<file path="src/sv/gsro_pkg.sv">
// Shared types and constants for the Gram-Schmidt row orthonormalizer.
// Used by the lane, merge, square-root and top-level modules.
package gsro_pkg;

   localparam int E_W      = 16;  // input element / output element width
   localparam int PROD_W   = 32;  // basis * element
   localparam int P_W      = 35;  // projection sum over up to eight lanes
   localparam int PC_W     = 51;  // projection * basis
   localparam int C_W      = 56;  // correction accumulator
   localparam int R_W      = 31;  // residual, Q.12
   localparam int SQ_W     = 62;  // residual squared
   localparam int S_W      = 64;  // sum of squares
   localparam int ROOT_W   = 32;  // integer square root
   localparam int DIVN_W   = 46;  // dividend for the normalizing divide
   localparam int CNT_W    = 6;
   localparam int ROOT_STEPS = 32;
   localparam int DRAIN_CYC  = 4;
   localparam int DIV_STEPS  = 46;
   localparam int RES_SHIFT  = 18;
   localparam logic [R_W-1:0] RES_LIMIT = 31'h3FFF_FFFF;
   localparam logic signed [E_W-1:0] Q_MAX = 16'sh7FFF;
   localparam logic signed [E_W-1:0] Q_MIN = -16'sh8000;

   localparam logic [0:0] REG_ROWS = 1'b0;
   localparam logic [0:0] REG_COLS = 1'b1;

   typedef struct packed {
      logic load;      // capture a new row
      logic issue;     // read one stored basis row
      logic res_en;    // form the residual
      logic div_load;  // start the normalizing divide
      logic div_step;  // one quotient bit
      logic finish;    // write the basis and the output register
   } lane_ctl_type;

   typedef enum logic [3:0] {
      ST_IDLE,
      ST_PROJ,
      ST_DRAIN,
      ST_RES,
      ST_SQ,
      ST_SUM,
      ST_ROOT,
      ST_DIV
   } state_type;

endpackage

</file>
<file path="src/sv/gsro_isqrt.sv">
// Integer square root of the sum of squares, one result bit per step,
// one step a cycle while step is set. Uses gsro_pkg.
module gsro_isqrt (
   input  logic                         clock,
   input  logic                         start,
   input  logic                         step,
   input  logic [gsro_pkg::S_W-1:0]     s_in,
   output logic [gsro_pkg::ROOT_W-1:0]  root
);
   import gsro_pkg::*;

   logic [S_W-1:0] rem_ff, rem_in, res_ff, res_in, bit_ff, bit_in;
   logic [S_W-1:0] trial;

   always_comb begin
      trial  = res_ff + bit_ff;
      rem_in = rem_ff;
      res_in = res_ff;
      bit_in = bit_ff;
      if (start) begin
         rem_in = s_in;
         res_in = '0;
         bit_in = S_W'(1) << 62;
      end else if (step) begin
         if (rem_ff >= trial) begin
            rem_in = rem_ff - trial;
            res_in = (res_ff >> 1) + bit_ff;
         end else begin
            res_in = res_ff >> 1;
         end
         bit_in = bit_ff >> 2;
      end
   end

   always_ff @(posedge clock) begin
      rem_ff <= rem_in;
      res_ff <= res_in;
      bit_ff <= bit_in;
   end

   assign root = res_ff[ROOT_W-1:0];

endmodule

</file>
<file path="config.mk">
export PLATFORM = sky130hd
export DESIGN_NAME = gsro_isqrt
export DESIGN_NICKNAME = d
export VERILOG_FILES = /design/src/sv/gsro_pkg.sv /design/src/sv/gsro_isqrt.sv
export SDC_FILE = /design/constraint.sdc
export NUM_CORES = 1
export LEC_CHECK = 0
export ABC_CLOCK_PERIOD_IN_PS = 12500
export BUFFER_PORTS_ARGS = -buffer_cell sky130_fd_sc_hd__buf_2
export CAP_MARGIN = 10
export CELL_PAD_IN_SITES_DETAIL_PLACEMENT = 0
export CELL_PAD_IN_SITES_GLOBAL_PLACEMENT = 1
export CORE_MARGIN = 2
export CORE_UTILIZATION = 47
export CTS_CLUSTER_DIAMETER = 100
export DETAILED_ROUTE_END_ITERATION = 16
export MAX_ROUTING_LAYER = met4
export PLACE_DENSITY = 0.87
export SETUP_SLACK_MARGIN = 0.05
export SYNTH_ARGS = -nofsm -noshare
export SYNTH_HDL_FRONTEND = slang
export SYNTH_SLANG_ARGS = --single-unit
</file>
<file path="constraint.sdc">
create_clock -name clock -period 12.5 [get_ports clock]
set_input_delay 1.25 -clock clock [delete_from_list [all_inputs] [get_ports clock]]
set_output_delay 1.25 -clock clock [all_outputs]
set_load 0.02 [all_outputs]
</file>
==> results.sh, run 1 <==
export IMPL_dieArea_sq_um=33060
export IMPL_core_area_sq_um=31310
export IMPL_cts_buffers=17
export IMPL_root_buffer="clkbuf_16"
export IMPL_synth_edff_count=64
export IMPL_setup_tns_ns=0
export IMPL_n_antenna_cell=0
export IMPL_die_h_um=181.8
export IMPL_cts_tree="yes"
export IMPL_area_growth_pct=6.854
export IMPL_power_density_nw_per_um2=224.3
export IMPL_cts_path_max_buffers=2
export IMPL_grt_overflow=0
export IMPL_hold_violations=0
export IMPL_nets=2087
export IMPL_cap_violations=0
export IMPL_wirelength_um=43460
export IMPL_yosys_area_top_type_share=0.1293
export IMPL_grt_use_total=0.2677
export IMPL_critPathLaunchType="flip-flop"
export IMPL_cts_sinks=160
export IMPL_vdd_ir_drop_max_mv=0.1031
export IMPL_critPathBufInv=2
export IMPL_synth_seq_area_share=0.2587
export IMPL_synthTopCellsByArea="dfxtp_1 (13%), edfxtp_1 (13%), ha_1 (11%)"
export IMPL_antenna_found_initial=0
export IMPL_initial_core_util=0.4746
export IMPL_wl_per_cell_um=18.86
export IMPL_port_buffers=98
export IMPL_syn_num_nets=2102
export IMPL_critPathTopFamily="compound AO/OA/AOI/OAI gates"
export IMPL_crit_path_top_delay_cell="buf_4"
export IMPL_grt_pass1_wl_um=69340
export IMPL_finalSetupViolCount=0
export IMPL_rrSetupSlack_ns=5.21
export IMPL_clock_skew_ns=0.01524
export IMPL_gp_routability_congestion=0.9812
export IMPL_tightest_slew_ns=0.9839
export IMPL_drtAntennaViolNets=0
export IMPL_arrival_ns=7.37
export IMPL_yosysTopAreaCell="dfxtp_1"
export IMPL_htree_levels=4
export IMPL_power_mw=3.562
export IMPL_ys_flop_type="dfxtp_1"
export IMPL_crit_required_ns=12.57
export IMPL_worstPathMaxFanout=64
export IMPL_die_x_um=181.8
export IMPL_async_reset_ff_frac=0
export IMPL_finalCriticalPeriod_ns=7.292
export IMPL_rsz0062_at_grt="no"
export IMPL_syn_cell_area_sq_um=14860
export IMPL_vias=14130
export IMPL_dp_hpwl_um=32260
export IMPL_status="completed"
export IMPL_end_kind="flip-flop"
export IMPL_criticalPathCategory="reg -> reg"
export IMPL_drive_above_1_share=0.09043
export IMPL_relSlewSlack=0.3355
export IMPL_drtIter0Drc=1215
export IMPL_num_rows=65
export IMPL_synth_seq_cells=160
export IMPL_first_pass_iters=5
export IMPL_fillers=3031
export IMPL_finalCritPeriodShare=0.5834
export IMPL_synth_cell_types=77
export IMPL_drv_slew=0
export IMPL_drcViolationCount=0
export IMPL_clock_latency_ns=0.45
export IMPL_yosys_warnings=0
export IMPL_synth_cells=1904
export IMPL_fmaxAchievable_ghz=0.1371
export IMPL_hold_path_class="reg -> reg"
export IMPL_syn_area_per_cell_sq_um=7.805
export IMPL_grt_max_degree=89
export IMPL_clk_pin_slew_ns=0.07
export IMPL_boundaryPins=99
export IMPL_cts_resized_gates=0
export IMPL_cts_setup_buffers=0
export IMPL_power_leakage_nw=6.226
export IMPL_path_cells="ha_1, nand4_1, o21ai_0, a21o_1, a21oi_1, o21bai_1, a31o_2, a31oi_1, o311ai_0, a21oi_1, xor2_1, ha_1, nand4_1, nor2_1, or4b_1, nor4_1, o21a_1, buf_4, nor2_4, o21ai_4, buf_4"
export IMPL_grt_pass1_vias=12940
export IMPL_via_per_inst=6.134
export IMPL_cpPeakStageDelay_ns=0.69
export IMPL_ctsHoldBuffers=0
-- final timing paths --
path,to,start,depth (start not counted)
worst min-delay path,res_ff[0],res_ff[0],2
worst min register to register,res_ff[0],res_ff[0],2
worst max register to register,rem_ff[50],res_ff[4],21
worst max-delay path,rem_ff[50],res_ff[4],21
-- power breakdown --
group          internal [mW]  total [mW]  switching [mW]  leakage [nW]
sequential             0.743       0.871           0.127          1.43
clock                  0.327       0.560           0.233         0.307
combinational          0.805        2.13            1.33          4.49
total                   1.88        3.56            1.69          6.23
-- cells in the mapped netlist, types with 15 or more instances --
master	number
a21o_1	39
a311oi_1	15
inv_1	33
clkbuf_1	94
edfxtp_1	64
nor2b_1	17
o21ai_0	177
nand2_1	229
buf_4	35
mux2i_1	41
a211oi_1	45
nor2_1	182
o22ai_1	17
a31oi_1	60
nor3_1	21
o21bai_1	34
ha_1	130
a21oi_1	130
nand4_1	42
nand3_1	35
dfxtp_1	96
xor2_1	82
o31ai_1	15
xnor2_1	80
-- tightest hold or removal path, stage by stage, from the launching register on --
cell and delay [ns]:
dfxtp_1 0.33, nor2_1 0.09, a311oi_1 0.05
-- layer usage --
layer,up-vias,wire [um],track usage
li1,6950,-,-
met1,6602,20870,0.3818
met2,526,18870,0.3977
met3,54,2751,0.02828
met4,0,975,0.08260
met5,-,0,-
-- stage by stage --
stage	instances	hold WS (ns)	utilization	instance area, sq um	setup slack [ns]
3_3_place_gp	2272	0.4973	0.4874	15260	5.483
5_1_grt	2304	0.5876	0.5071	15880	4.616
6_report	2304	0.5109	0.5071	15880	5.208
3_5_place_dp	2272	0.5120	0.4874	15260	5.295
4_1_cts	2304	0.5190	0.5071	15880	5.254
2_1_floorplan	1904	0.4777	-	14860	2.545
-- layout by cell type, fill, tap and decap left out, drive strengths merged, types with 39 or more instances in the layout --
cell type / synthesis / layout
nor2: 183 / 183
xor2: 82 / 82
a21oi: 132 / 132
buf: 45 / 106
a31oi: 60 / 60
ha: 130 / 130
dfxtp: 96 / 96
nand2: 230 / 230
xnor2: 80 / 80
nand4: 43 / 43
edfxtp: 64 / 64
mux2i: 41 / 41
o21ai: 186 / 186
a21o: 39 / 39
a211oi: 45 / 45
-- area by class of cell --
| cell class | count | area (sq um) | area share |
|---|---|---|---|
| clock buffers | 26 | 553.0 | 0.03483 |
| repair buffers | 106 | 559.3 | 0.03522 |
| well taps | 402 | 503.0 | 0.03168 |
| multi-input cells | 1570 | 10230 | 0.6442 |
| flip-flops and latches | 160 | 3844 | 0.2421 |
| clock inverters | 6 | 63.81 | 0.004019 |
| inverters | 34 | 127.6 | 0.008037 |
-- cell families after synthesis --
family / count (synthesis) / synth area share
multiplexers: 46 / 0.03140
AO/OA/AOI/OAI: 631 / 0.2683
flip-flops: 160 / 0.2587
buffers and inverters: 174 / 0.05380
AND/OR/NAND/NOR: 600 / 0.1815
adder cells (fa/ha/maj): 131 / 0.1108
XOR/XNOR: 162 / 0.09548
-- sequential cells by signal, summed over array words and instances (netlist names) --
signal	count
rem_ff	64
bit_ff	32
res_ff	64
Note: power is estimated with default switching activity, not from simulation.
==> run 2: changes to the inputs <==
--- a/config.mk
+++ b/config.mk
@@ -5,7 +5,7 @@
 export SDC_FILE = /design/constraint.sdc
 export NUM_CORES = 1
 export LEC_CHECK = 0
-export ABC_CLOCK_PERIOD_IN_PS = 12500
+export ABC_CLOCK_PERIOD_IN_PS = 7190
 export BUFFER_PORTS_ARGS = -buffer_cell sky130_fd_sc_hd__buf_2
 export CAP_MARGIN = 10
 export CELL_PAD_IN_SITES_DETAIL_PLACEMENT = 0
==> constraint.sdc (replaced) <==
create_clock -name clock -period 7.19 [get_ports clock]
set_input_delay 0.719 -clock clock [delete_from_list [all_inputs] [get_ports clock]]
set_output_delay 0.719 -clock clock [all_outputs]
set_load 0.02 [all_outputs]
==> results.sh, run 2 (same netlist as run 1, synthesis figures left out) <==
export IMPL_min_delay_path_depth=2
export IMPL_htree_levels=4
export IMPL_placed_area_sq_um=15350
export IMPL_hold_path_class="reg -> reg"
export IMPL_drv_slew=0
export IMPL_cts_tree="yes"
export IMPL_root_buffer="clkbuf_16"
export IMPL_hold_violations=0
export IMPL_reg2reg_depth=23
export IMPL_rrSetupSlack_ns=0.65
export IMPL_finalCriticalPeriod_ns=6.535
export IMPL_stdcell_area_sq_um=15960
export IMPL_drcViolationCount=0
export IMPL_wirelength_um=44050
export IMPL_clock_latency_ns=0.46
export IMPL_grt_pass1_wl_um=70540
export IMPL_die_h_um=181.8
export IMPL_drtIter0Drc=1349
export IMPL_finalSetupViolCount=0
export IMPL_critPathLaunch="res_ff[2]"
export IMPL_layout_commonest_cell="nand2_1"
export IMPL_tightest_slew_ns=0.8901
export IMPL_nets=2094
export IMPL_top_regs="rem_ff: 64 flops, res_ff: 64 flops, bit_ff: 32 flops"
export IMPL_holdPathEnd="res_ff[0]"
export IMPL_end_kind="flip-flop"
export IMPL_die_x_um=181.8
export IMPL_grt_pass1_vias=12960
export IMPL_worstPathMaxFanout=32
export IMPL_setup_tns_ns=0
export IMPL_drtAntennaViolNets=0
export IMPL_rsz0062_at_grt="no"
export IMPL_antenna_found_initial=0
export IMPL_r2r_end="res_ff[40]"
export IMPL_grt_use_total=0.2724
export IMPL_register_area_sq_um=3844
export IMPL_power_leakage_nw=6.266
export IMPL_fillers=2978
export IMPL_ctsHoldBuffers=0
export IMPL_relSlewSlack=0.3988
export IMPL_initial_core_util=0.4746
export IMPL_area_growth_pct=7.376
export IMPL_gp_routability_congestion=0.9421
export IMPL_n_antenna_cell=0
export IMPL_mostFrequentLayoutCells="nand2_1 (229), nor2_1 (182), o21ai_0 (176)"
export IMPL_via_per_inst=6.151
export IMPL_cts_sinks=160
export IMPL_clock_skew_ns=0.01396
export IMPL_multiInputGateArea_sq_um=10240
export IMPL_port_buffers=98
export IMPL_dp_hpwl_um=32510
export IMPL_drive_above_1_share=0.09639
export IMPL_vdd_ir_drop_max_mv=0.1912
export IMPL_status="completed"
export IMPL_worstHoldStart="res_ff[0]"
export IMPL_boundaryPins=99
export IMPL_dieArea_sq_um=33060
export IMPL_clk_pin_slew_ns=0.07
export IMPL_grt_overflow=0
export IMPL_num_rows=65
export IMPL_core_area_sq_um=31310
export IMPL_first_pass_iters=7
export IMPL_r2r_start="res_ff[2]"
export IMPL_grt_max_degree=148
export IMPL_finalCritPeriodShare=0.9089
export IMPL_crit_required_ns=7.51
export IMPL_cap_violations=0
export IMPL_criticalPathCategory="reg -> reg"
export IMPL_critPathLaunchType="flip-flop"
export IMPL_cts_path_max_buffers=2
export IMPL_power_density_nw_per_um2=390.6
export IMPL_arrival_ns=6.85
export IMPL_wl_per_cell_um=19.06
export IMPL_vias=14220
export IMPL_fmaxAchievable_ghz=0.1530
export IMPL_cts_buffers=17
[run 2: cell types whose count changed in the layout (fill, tap and decap cells not counted), moves of 2 or more]
cell / delta
clkbuf_1: -3
clkinv_4: +2
buf_4: +4
buf_12: +3
inv_6: +4
clkbuf_8: -2
clkbuf_16: -2
[run 2: how the worst max path moves through the flow]
stage | endpoint | slack, ns
after global placement | rem_ff[62] | 0.67
after detailed placement | rem_ff[62] | 0.57
after floorplan | rem_ff[0] | 0.20
after global routing | rem_ff[62] | 0.12
final | res_ff[40] | 0.65
after CTS | rem_ff[62] | 0.51
[run 2: repair_timing]
| action | 4_1_cts | 5_1_grt |
|---|---|---|
| endpoints found under the setup margin | 0 | 103 |
| resized for setup | 0 | 4 |
| setup buffers | 0 | 0 |
[run 2: final cells by class]
type	instances	share of cell area
Clock buffer	19	0.02909
Inverter	34	0.007998
Clock inverter	13	0.007763
Sequential cell	160	0.2409
Timing Repair Buffer	113	0.04070
Multi-Input combinational cell	1570	0.6420
Tap cell	402	0.03152
[run 2: routing by layer]
metal  GRT usage  wire, um
met3     0.03349      2587
met4     0.07642       922
met1      0.3862     21220
met5           -         0
met2      0.4075     19320
[run 2: report_power, final]
part	switching, mW	internal (mW)	leakage (nW)	total (mW)
sequential	0.207	1.29	1.43	1.50
combinational	2.33	1.45	4.54	3.79
clock	0.437	0.513	0.291	0.950
[run 2: worst max-delay path, cell delays in order (launching register included)]
cell and delay (ns):
dfxtp_1 0.44, ha_1 0.30, a31oi_1 0.31, o21ai_0 0.27, a21o_1 0.27, a21oi_1 0.34
o21bai_1 0.22, a31o_2 0.31, a31oi_1 0.37, o311ai_1 0.20, a21oi_1 0.21, xor2_1 0.22
ha_1 0.33, a21oi_1 0.29, o21ba_2 0.18, nor2_1 0.08, a211o_1 0.28, a21oi_1 0.28
o211ai_1 0.14, a31o_4 0.40, or2_2 0.37, buf_12 0.19, nand3_1 0.22, o221ai_1 0.15
[run 2: per-stage QoR]
step	hold slack, ns	util	total power, mW	cells	setup slack [ns]
final	0.5206	0.5096	6.233	2311	0.6547
after global routing	0.5366	0.5096	6.672	2311	0.1192
after CTS	0.5193	0.5091	6.165	2311	0.5061
after detailed placement	0.4956	0.4903	5.189	2279	0.5659
after global placement	0.5001	0.4903	5.152	2279	0.6671
after floorplan	0.4777	-	4.290	1904	0.2005
