**config.mk**
```make
export PLATFORM = sky130hd
export DESIGN_NAME = gsro_merge
export DESIGN_NICKNAME = d
export VERILOG_FILES = /design/src/sv/gsro_pkg.sv /design/src/sv/gsro_merge.sv
export SDC_FILE = /design/constraint.sdc
export NUM_CORES = 1
export LEC_CHECK = 0
export BUFFER_PORTS_ARGS = -buffer_cell sky130_fd_sc_hd__buf_2
export CORE_AREA = 2 2 327 329
export DETAILED_ROUTE_END_ITERATION = 10
export DIE_AREA = 0 0 329 331
export MAX_ROUTING_LAYER = met4
export PLACE_DENSITY_LB_ADDON = 0.3
export SYNTH_ARGS = -nofsm -noshare
export SYNTH_HDL_FRONTEND = slang
export SYNTH_SLANG_ARGS = --single-unit
```
**constraint.sdc**
```tcl
create_clock -name clock -period 14.45 [get_ports clock]
set_input_delay 2.89 -clock clock [delete_from_list [all_inputs] [get_ports clock]]
set_output_delay 2.89 -clock clock [all_outputs]
set_load 0.01 [all_outputs]
```
**src/sv/gsro_pkg.sv**
```systemverilog
// Shared types and constants for the Gram-Schmidt row orthonormalizer.
// Used by the lane, merge, square-root and top-level modules.
package gsro_pkg;

   localparam int E_W      = 16;  // input element / output element width
   localparam int PROD_W   = 32;  // basis * element
   localparam int P_W      = 35;  // projection sum over up to eight lanes
   localparam int PC_W     = 51;  // projection * basis
   localparam int C_W      = 56;  // correction accumulator
   localparam int R_W      = 31;  // residual, Q.12
   localparam int SQ_W     = 62;  // residual squared
   localparam int S_W      = 64;  // sum of squares
   localparam int ROOT_W   = 32;  // integer square root
   localparam int DIVN_W   = 46;  // dividend for the normalizing divide
   localparam int CNT_W    = 6;
   localparam int ROOT_STEPS = 32;
   localparam int DRAIN_CYC  = 4;
   localparam int DIV_STEPS  = 46;
   localparam int RES_SHIFT  = 18;
   localparam logic [R_W-1:0] RES_LIMIT = 31'h3FFF_FFFF;
   localparam logic signed [E_W-1:0] Q_MAX = 16'sh7FFF;
   localparam logic signed [E_W-1:0] Q_MIN = -16'sh8000;

   localparam logic [0:0] REG_ROWS = 1'b0;
   localparam logic [0:0] REG_COLS = 1'b1;

   typedef struct packed {
      logic load;      // capture a new row
      logic issue;     // read one stored basis row
      logic res_en;    // form the residual
      logic div_load;  // start the normalizing divide
      logic div_step;  // one quotient bit
      logic finish;    // write the basis and the output register
   } lane_ctl_type;

   typedef enum logic [3:0] {
      ST_IDLE,
      ST_PROJ,
      ST_DRAIN,
      ST_RES,
      ST_SQ,
      ST_SUM,
      ST_ROOT,
      ST_DIV
   } state_type;

endpackage

```
**src/sv/gsro_merge.sv**
```systemverilog
// Merging stage: sums the lanes' projection products and squared residuals.
// Uses gsro_pkg.
module gsro_merge #(
   parameter int ROW_WIDTH = 8
) (
   input  logic                               clock,
   input  logic signed [gsro_pkg::PROD_W-1:0] prod [ROW_WIDTH],
   input  logic [gsro_pkg::SQ_W-1:0]          sq   [ROW_WIDTH],
   output logic signed [gsro_pkg::P_W-1:0]    p_sum,
   output logic [gsro_pkg::S_W-1:0]           s_sum
);
   import gsro_pkg::*;

   logic signed [P_W-1:0] p_ff, p_in;
   logic [S_W-1:0] s_ff, s_in;

   always_comb begin
      p_in = '0;
      s_in = '0;
      for (int j = 0; j < ROW_WIDTH; j++) begin
         p_in = p_in + P_W'(prod[j]);
         s_in = s_in + S_W'(sq[j]);
      end
   end

   always_ff @(posedge clock) begin
      p_ff <= p_in;
      s_ff <= s_in;
   end

   assign p_sum = p_ff;
   assign s_sum = s_ff;

endmodule

```
==> reports/metrics.yaml, run 1 <==
run_status: "finished, final reports clean"
place_hpwl_mm: 79.1
post-route-drc-count: 0
detail_routed_net_length_per_standard_cell_um: 17.4
num_vias: 18687
p_switching_uw: 4190
post_route_cells_drive_above_1_share: 0.264
clk_slew_on_worst_s_h_paths_ps: 90
gr-usage-all-layers: 0.158
finalSetupTns_ps: 0
max_slew.worst_pin.slew_ps: 770
crit_type: "in2reg"
cts_setup_buffers: 0
critical_path_required_ps: 14760
post_synth_edffs: 0
hold_violations: 0
slew_headroom: 0.482
initial_standard_cell_utilization_of_the_core: 0.218
synthesis.nets: 3968
clock_tree.buffer_depth: 2
top_layer_used: "met4"
die_h_um: 331
tritoncts_num_sinks: 99
postLayoutSetupSlackWorst_ps: 6270
synth_cell_type_count: 71
post_synth_most_frequent_cells: "sky130_fd_sc_hd__inv_1 (1,104), sky130_fd_sc_hd__fa_1 (566), sky130_fd_sc_hd__a21oi_1 (109)"
first_pass_grt_wire_length_mm: 122
setup_viol: 0
first_pass_iters: 5
dominant_register_cell_in_the_synthesized_netlist: "sky130_fd_sc_hd__dfxtp_1"
p_sw_frac: 0.557
ant_nets: 0
synth_area_sq_mm: 0.0229
holdCritStartpoint: "prod[224]"
number_of_global_route_vias_before_repair: 20921
critical_path_peak_fanout: 9
fraction_of_the_cycle_the_final_worst_path_needs: 0.566
fin_worst_hold_slack_ps: 2810
dr_wl_met2_mm: 42.4
timing.final.max_slew_violations: 0
hold_path_end: "p_sum[0]"
ys_async_sr_fraction: 0
grt_setup_unrepaired: "false"
yosys.area.top_type: "sky130_fd_sc_hd__fa_1"
most_common_cell_in_the_netlist: "sky130_fd_sc_hd__inv_1"
hold_class: "in2reg"
postCtsHoldBufs: 0
number_of_rows_created_at_floorplan: 119
layout.cells.non_filler: 4785
number_of_nets_in_the_layout: 4794
powerDensity_mw_per_mm2: 259
internal_power_consumption_uw: 3320
synthesis.instances: 2550
power_frac_clock: 0.038
grt_start_max_net_pins: 18
worstHoldPathCells: 3
route.final.wire_length_mm: 83.4
detailedPlace.worstSlack_ps: 5670
ctsRootBufferMaster: "sky130_fd_sc_hd__clkbuf_16"
combinational_share_of_power: 0.888
die-area_sq_mm: 0.109
worst_ep_arrival_time_ps: 8490
netlist.area_leader.share: 0.496
worst_setup_path_end_kind: "flip-flop"
maxCapViolations: 0
areaGrowthSynthToFinish_pct: 27.1
grt.overflow.total: 0
core-area_sq_mm: 0.105
chipWidth_um: 329
gp_routability_congestion: 0.916
ys_top_cells_by_area: "sky130_fd_sc_hd__fa_1 (50%), sky130_fd_sc_hd__inv_1 (18%), sky130_fd_sc_hd__dfxtp_1 (8.7%)"
p_seq_frac: 0.075
crit_path_start_kind: "primary input"
final_period_minus_worst_setup_slack_ps: 8180
yosysWarnings: 0
synth_sequential_area_ratio: 0.0867
postSynthAreaPerCell_sq_um: 8.96
number_of_input_and_output_port_buffers_inserted: 851
total_leakage_power_uw: 0.0167
initialDrtViolationCount: 616
total_clock_buffers_created_by_cts: 9
post_route_m1_wl_mm: 33.2
cts_resized: 0
maxClockFrequency_ghz: 0.122
synth_seq_cells: 99
met3_wirelength_mm: 5.88
cts_tree: "done"
clock_tree.htree_level_count: 3
antenna_found_initial: 21
num_io_pins: 852
placed_cells_incl_taps: 4756
vdd_ir_drop_max_uv: 108
avgViaCountPerCell: 3.91
[area by class of cell]
cell class,instances,area [sq um]
clock buffers,10,229
clock inverters,6,72.6
flip-flops and latches,99,1980
diodes,13,32.5
repair buffers,851,4260
multi-input cells,1311,16600
fillers,11534,75900
well taps,1391,1740
inverters,1104,4140
[state kept, by name, indices dropped and copies added (netlist names)]
register and cells:
s_sum 64, p_sum 35
[metrics by stage]
step	power [uW]	utilization	instance area [sq um]
2_1_floorplan	5240	-	22900
3_3_place_gp	7290	0.273	28700
3_5_place_dp	7290	0.273	28700
4_1_cts	7640	0.276	29000
5_1_grt	8410	0.277	29000
6_report	7510	0.277	29000
[power groups by stage]
stage	combinational, uW	clock, uW	sequential (uW)
finish	6670	282	561
global route	7520	311	577
CTS	6770	303	564
detailed placement	6720	0	567
global placement	6730	0	564
floorplan	4600	0	642
[how the worst max path moves through the flow]
stage | from | endpoint | depth (start not counted)
after floorplan | sq[188] | s_sum[56] | 20
after global placement | sq[202] | s_sum[45] | 19
after detailed placement | sq[202] | s_sum[45] | 19
after CTS | sq[202] | s_sum[45] | 19
after global routing | sq[202] | s_sum[62] | 19
final | sq[204] | s_sum[45] | 19
[logic make-up after synthesis]
logic type / count (synthesis) / share of synthesized area
buffers and inverters: 1140 / 0.188
adders and majority gates: 665 / 0.550
AOI/OAI and AO/OA: 305 / 0.0865
and+or+nand+nor: 251 / 0.0545
DFF: 99 / 0.0867
xor gates and xnor gates: 88 / 0.0337
muxes: 2 / 0.000876
[critical path, stage by stage]
cell and delay, ps:
sky130_fd_sc_hd__buf_2 70, sky130_fd_sc_hd__inv_1 50, sky130_fd_sc_hd__fa_1 660, sky130_fd_sc_hd__inv_1 100, sky130_fd_sc_hd__fa_1 480, sky130_fd_sc_hd__fa_1 520
sky130_fd_sc_hd__inv_1 50, sky130_fd_sc_hd__fa_1 470, sky130_fd_sc_hd__inv_1 40, sky130_fd_sc_hd__ha_1 440, sky130_fd_sc_hd__nand4_1 260, sky130_fd_sc_hd__nor3_1 460
sky130_fd_sc_hd__nand4_1 280, sky130_fd_sc_hd__a211oi_2 610, sky130_fd_sc_hd__o311ai_1 210, sky130_fd_sc_hd__a21oi_1 240, sky130_fd_sc_hd__o21bai_1 160, sky130_fd_sc_hd__a31oi_1 240
sky130_fd_sc_hd__xor2_1 230
[placed cells by master (no fill, tap or decap), drive strengths merged, types with 8 or more instances in the layout]
master / instances
a211oi: 8
dfxtp: 99
nor3: 16
nand2: 74
nor2: 49
and3: 14
a21oi: 112
nand3: 26
o21ai: 56
inv: 1107
fa: 566
a21o: 46
xnor2: 55
buf: 851
nand4: 20
o21bai: 18
xor2: 33
clkbuf: 10
ha: 99
nor2b: 13
diode: 13
a31oi: 13
[routing by layer]
| layer | vias up | global-route usage |
|---|---|---|
| met2 | 618 | 0.278 |
| met3 | 75 | 0.0384 |
| met4 | 0 | 0.0364 |
| met5 | - | - |
| met1 | 9148 | 0.182 |
| li1 | 8846 | - |
Power figures use the tool's default switching activity.
==> inputs of run 2 (changes only) <==
- ABC_AREA: not set -> 1
- CORE_AREA: 2 2 327 329 -> 2 2 333 335
- DIE_AREA: 0 0 329 331 -> 0 0 335 337
- clock period: 14.45 -> 7.5 ns (I/O delays scaled with it)
==> reports/metrics.yaml, run 2 <==
layout.cells.most_common: "sky130_fd_sc_hd__inv_1"  # unchanged
route.final.wire_length_mm: 89.2  # was 83.4 mm
synthesis.instances: 3343  # was 2,550
gp_routability_congestion: 0.922  # was 0.916
grt_setup_unrepaired: "false"  # unchanged
maxClockFrequency_ghz: 0.175
post-route-drc-count: 0  # unchanged
timing.final.max_slew_violations: 0  # unchanged
setup.worst_path.end: "p_sum[34]"  # was s_sum[45]
synth_sequential_area_ratio: 0.0790  # was 0.0867
slew_headroom: 0.560  # was 0.482
areaGrowthSynthToFinish_pct: 25.5  # was 27.1%
yosys.area.top_type: "sky130_fd_sc_hd__fa_1"  # unchanged
most_common_cell_in_the_netlist: "sky130_fd_sc_hd__inv_1"  # unchanged
synth_seq_cells: 99  # unchanged
dominant_register_cell_in_the_synthesized_netlist: "sky130_fd_sc_hd__dfxtp_1"  # unchanged
fraction_of_the_cycle_the_final_worst_path_needs: 0.761
chipWidth_um: 335  # was 329 um
final_cell_mix: "sky130_fd_sc_hd__inv_1 (1,403), sky130_fd_sc_hd__buf_2 (851), sky130_fd_sc_hd__nand2_1 (676), sky130_fd_sc_hd__fa_1 (566), sky130_fd_sc_hd__nor2_1 (144)"  # was sky130_fd_sc_hd__inv_1 (1,104), sky130_fd_sc_hd__buf_2 (851), sky130_fd_sc_hd__fa_1 (566), sky130_fd_sc_hd__a21oi_1 (109)
post_synth_edffs: 0  # unchanged
ys_async_sr_fraction: 0  # unchanged
post_route_cells_drive_above_1_share: 0.220  # was 0.264
grt.overflow.total: 0  # unchanged
crit_type: "in2reg"  # unchanged
antenna_found_initial: 12  # was 21
synth-adder-area-share: 0.501  # was 0.550
number_of_input_and_output_port_buffers_inserted: 851  # unchanged
clock_tree.htree_level_count: 3  # unchanged
setup_viol: 0  # unchanged
holdCritStartpoint: "sq[434]"  # was prod[224]
synth_area_sq_mm: 0.0251  # was 0.0229 sq mm
first_pass_grt_wire_length_mm: 133  # was 122 mm
die-area_sq_mm: 0.113  # was 0.109 sq mm
layout.cells.non_filler: 5649  # was 4,785
critical_path_required_ps: 7800  # was 14,760 ps
number_of_rows_created_at_floorplan: 122  # was 119
ys_top_cells_by_area: "sky130_fd_sc_hd__fa_1 (45%), sky130_fd_sc_hd__inv_1 (21%), sky130_fd_sc_hd__nand2_1 (10%)"  # was sky130_fd_sc_hd__fa_1 (50%), sky130_fd_sc_hd__inv_1 (18%), sky130_fd_sc_hd__dfxtp_1 (8.7%)
worst_ep_arrival_time_ps: 6010  # was 8490 ps
yosysWarnings: 0  # unchanged
placed_cells_incl_taps: 5620  # was 4,756
synth_cell_type_count: 30  # was 71
grt_start_max_net_pins: 19  # was 18
initial_standard_cell_utilization_of_the_core: 0.229  # was 0.218
cts_tree: "done"  # unchanged
tritoncts_num_sinks: 99  # unchanged
netlist.area_leader.share: 0.452  # was 0.496
postSynthAreaPerCell_sq_um: 7.50  # was 8.96 sq um
fin_worst_hold_slack_ps: 1430  # was 2810 ps
final_period_minus_worst_setup_slack_ps: 5710
post_synth_most_frequent_cells: "sky130_fd_sc_hd__inv_1 (1,403), sky130_fd_sc_hd__nand2_1 (676), sky130_fd_sc_hd__fa_1 (566)"  # was sky130_fd_sc_hd__inv_1 (1,104), sky130_fd_sc_hd__fa_1 (566), sky130_fd_sc_hd__a21oi_1 (109)
detailedPlace.worstSlack_ps: 1290  # was 5670 ps
synth-xor-area-share: 0.0192  # was 0.0337
finalSetupTns_ps: 0  # unchanged
timing.critical_path.slowest_stage_cell: "sky130_fd_sc_hd__fa_1"  # unchanged
clk_slew_on_worst_s_h_paths_ps: 90  # about the same
run_status: "finished, final reports clean"  # unchanged
cts_setup_buffers: 0  # unchanged
avgViaCountPerCell: 3.90  # was 3.91
path_common_cell: "sky130_fd_sc_hd__nand2_1"
detail_routed_net_length_per_standard_cell_um: 15.8  # was 17.4 um
place_hpwl_mm: 85.0  # was 79.1 mm
clock_tree.buffer_depth: 2  # unchanged
initialDrtViolationCount: 1071  # was 616
worst_setup_path_end_kind: "flip-flop"  # unchanged
crit_path_start_kind: "primary input"  # unchanged
gr-usage-all-layers: 0.163  # was 0.158
path_cells: "buf_2 -> inv_1 -> fa_1 -> fa_1 -> fa_1 -> fa_1 -> inv_1 -> ha_1 -> inv_1 -> fa_1 -> nand3b_1 -> nand2_1 -> nand2_1 -> nand2_1 -> nand3_1 -> nand2_1 -> nand2_1 -> nand3b_1 -> nand2_1"  # was buf_2 -> inv_1 -> fa_1 -> inv_1 -> fa_1 -> fa_1 -> inv_1 -> fa_1 -> inv_1 -> ha_1 -> nand4_1 -> nor3_1 -> nand4_1 -> a211oi_2 -> o311ai_1 -> a21oi_1 -> o21bai_1 -> a31oi_1 -> xor2_1
slowest_delay_ps: 650  # was 660 ps
ctsRootBufferMaster: "sky130_fd_sc_hd__clkbuf_16"  # unchanged
synthMuxAreaShare: 0  # was 0.000876
maxCapViolations: 0  # unchanged
hold_class: "in2reg"  # unchanged
total_clock_buffers_created_by_cts: 9  # unchanged
hold_violations: 0  # unchanged
synthesis.nets: 4761  # was 3,968
worstSetupStartpoint: "prod[161]"  # was sq[204]
synth_area_in_compound_gates: 0.0259  # was 0.0865
die_h_um: 337  # was 331 um
ant_nets: 0  # unchanged
largest_register_ff_count: 64  # unchanged
num_vias: 22028  # was 18.7k
largest_family_of_logic_cells_by_synthesized_area: "adder cells"  # unchanged
synth_simple_gate_area_share: 0.163  # was 0.0545
critical_path_peak_fanout: 4  # was 9
postCtsHoldBufs: 0  # unchanged
core-area_sq_mm: 0.110  # was 0.105 sq mm
num_io_pins: 852  # unchanged
postLayoutSetupSlackWorst_ps: 1790  # was 6270 ps
cts_resized: 0  # unchanged
number_of_nets_in_the_layout: 5623  # was 4,794
first_pass_iters: 5  # unchanged
max_slew.worst_pin.slew_ps: 655  # was 770 ps
number_of_global_route_vias_before_repair: 23409  # was 20.9k
-- run 2: changes by cell type after synthesis, sizes merged, moves of 29 or more --
cell	previous run	this run
nand2	74	693
inv	1104	1415
a21oi	112	80
nand3	26	86
clkbuf	29	0
o21ai	56	25
a21o	46	2
nor2	49	161
xnor2	55	5
-- run 2: logic make-up after synthesis --
kind of cell / count (synthesis)
AOI/OAI and AO/OA: 121
xor gates and xnor gates: 55
adders and majority gates: 665
buffers and inverters: 1416
DFF: 99
and+or+nand+nor: 987
-- run 2: layout make-up --
type                    count  area [sq um]
diodes                     13          32.5
clock buffers              10           229
clock inverters             6          80.1
fillers                 12189         78100
inverters                1416          5320
multi-input cells        1828         17800
flip-flops and latches     99          1980
well taps                1426          1780
repair buffers            851          4260
-- run 2: metrics by stage --
stage	cell area, sq um	util
after CTS	31400	0.287
after global routing	31500	0.287
after global placement	31100	0.284
after detailed placement	31100	0.284
final	31500	0.287
after floorplan	25100	-
-- run 2: worst min path at each step --
stage	to	slack [ps]	cells past startpoint
finish	s_sum[0]	1430	3
global route	s_sum[0]	1430	3
CTS	s_sum[0]	1400	3
detailed placement	s_sum[0]	1840	3
global placement	s_sum[0]	1840	3
floorplan	p_sum[0]	1730	2
-- run 2: metal layers --
layer	GRT usage	wire length, um	up-vias
li1	-	-	10780
met1	0.214	40000	10550
met2	0.265	42200	648
met3	0.0292	5610	50
met4	0.0319	1410	0
met5	-	0	-
-- run 2: critical path, delay by kind of cell --
kind	cells	cell delay (ps)
fa+ha+maj	6	2950
simple gates	9	1190
buf+inv	4	340
Power of run 2 is not shown: default switching activity piles up to over one toggle a cycle in this logic, so the estimate is an artifact.
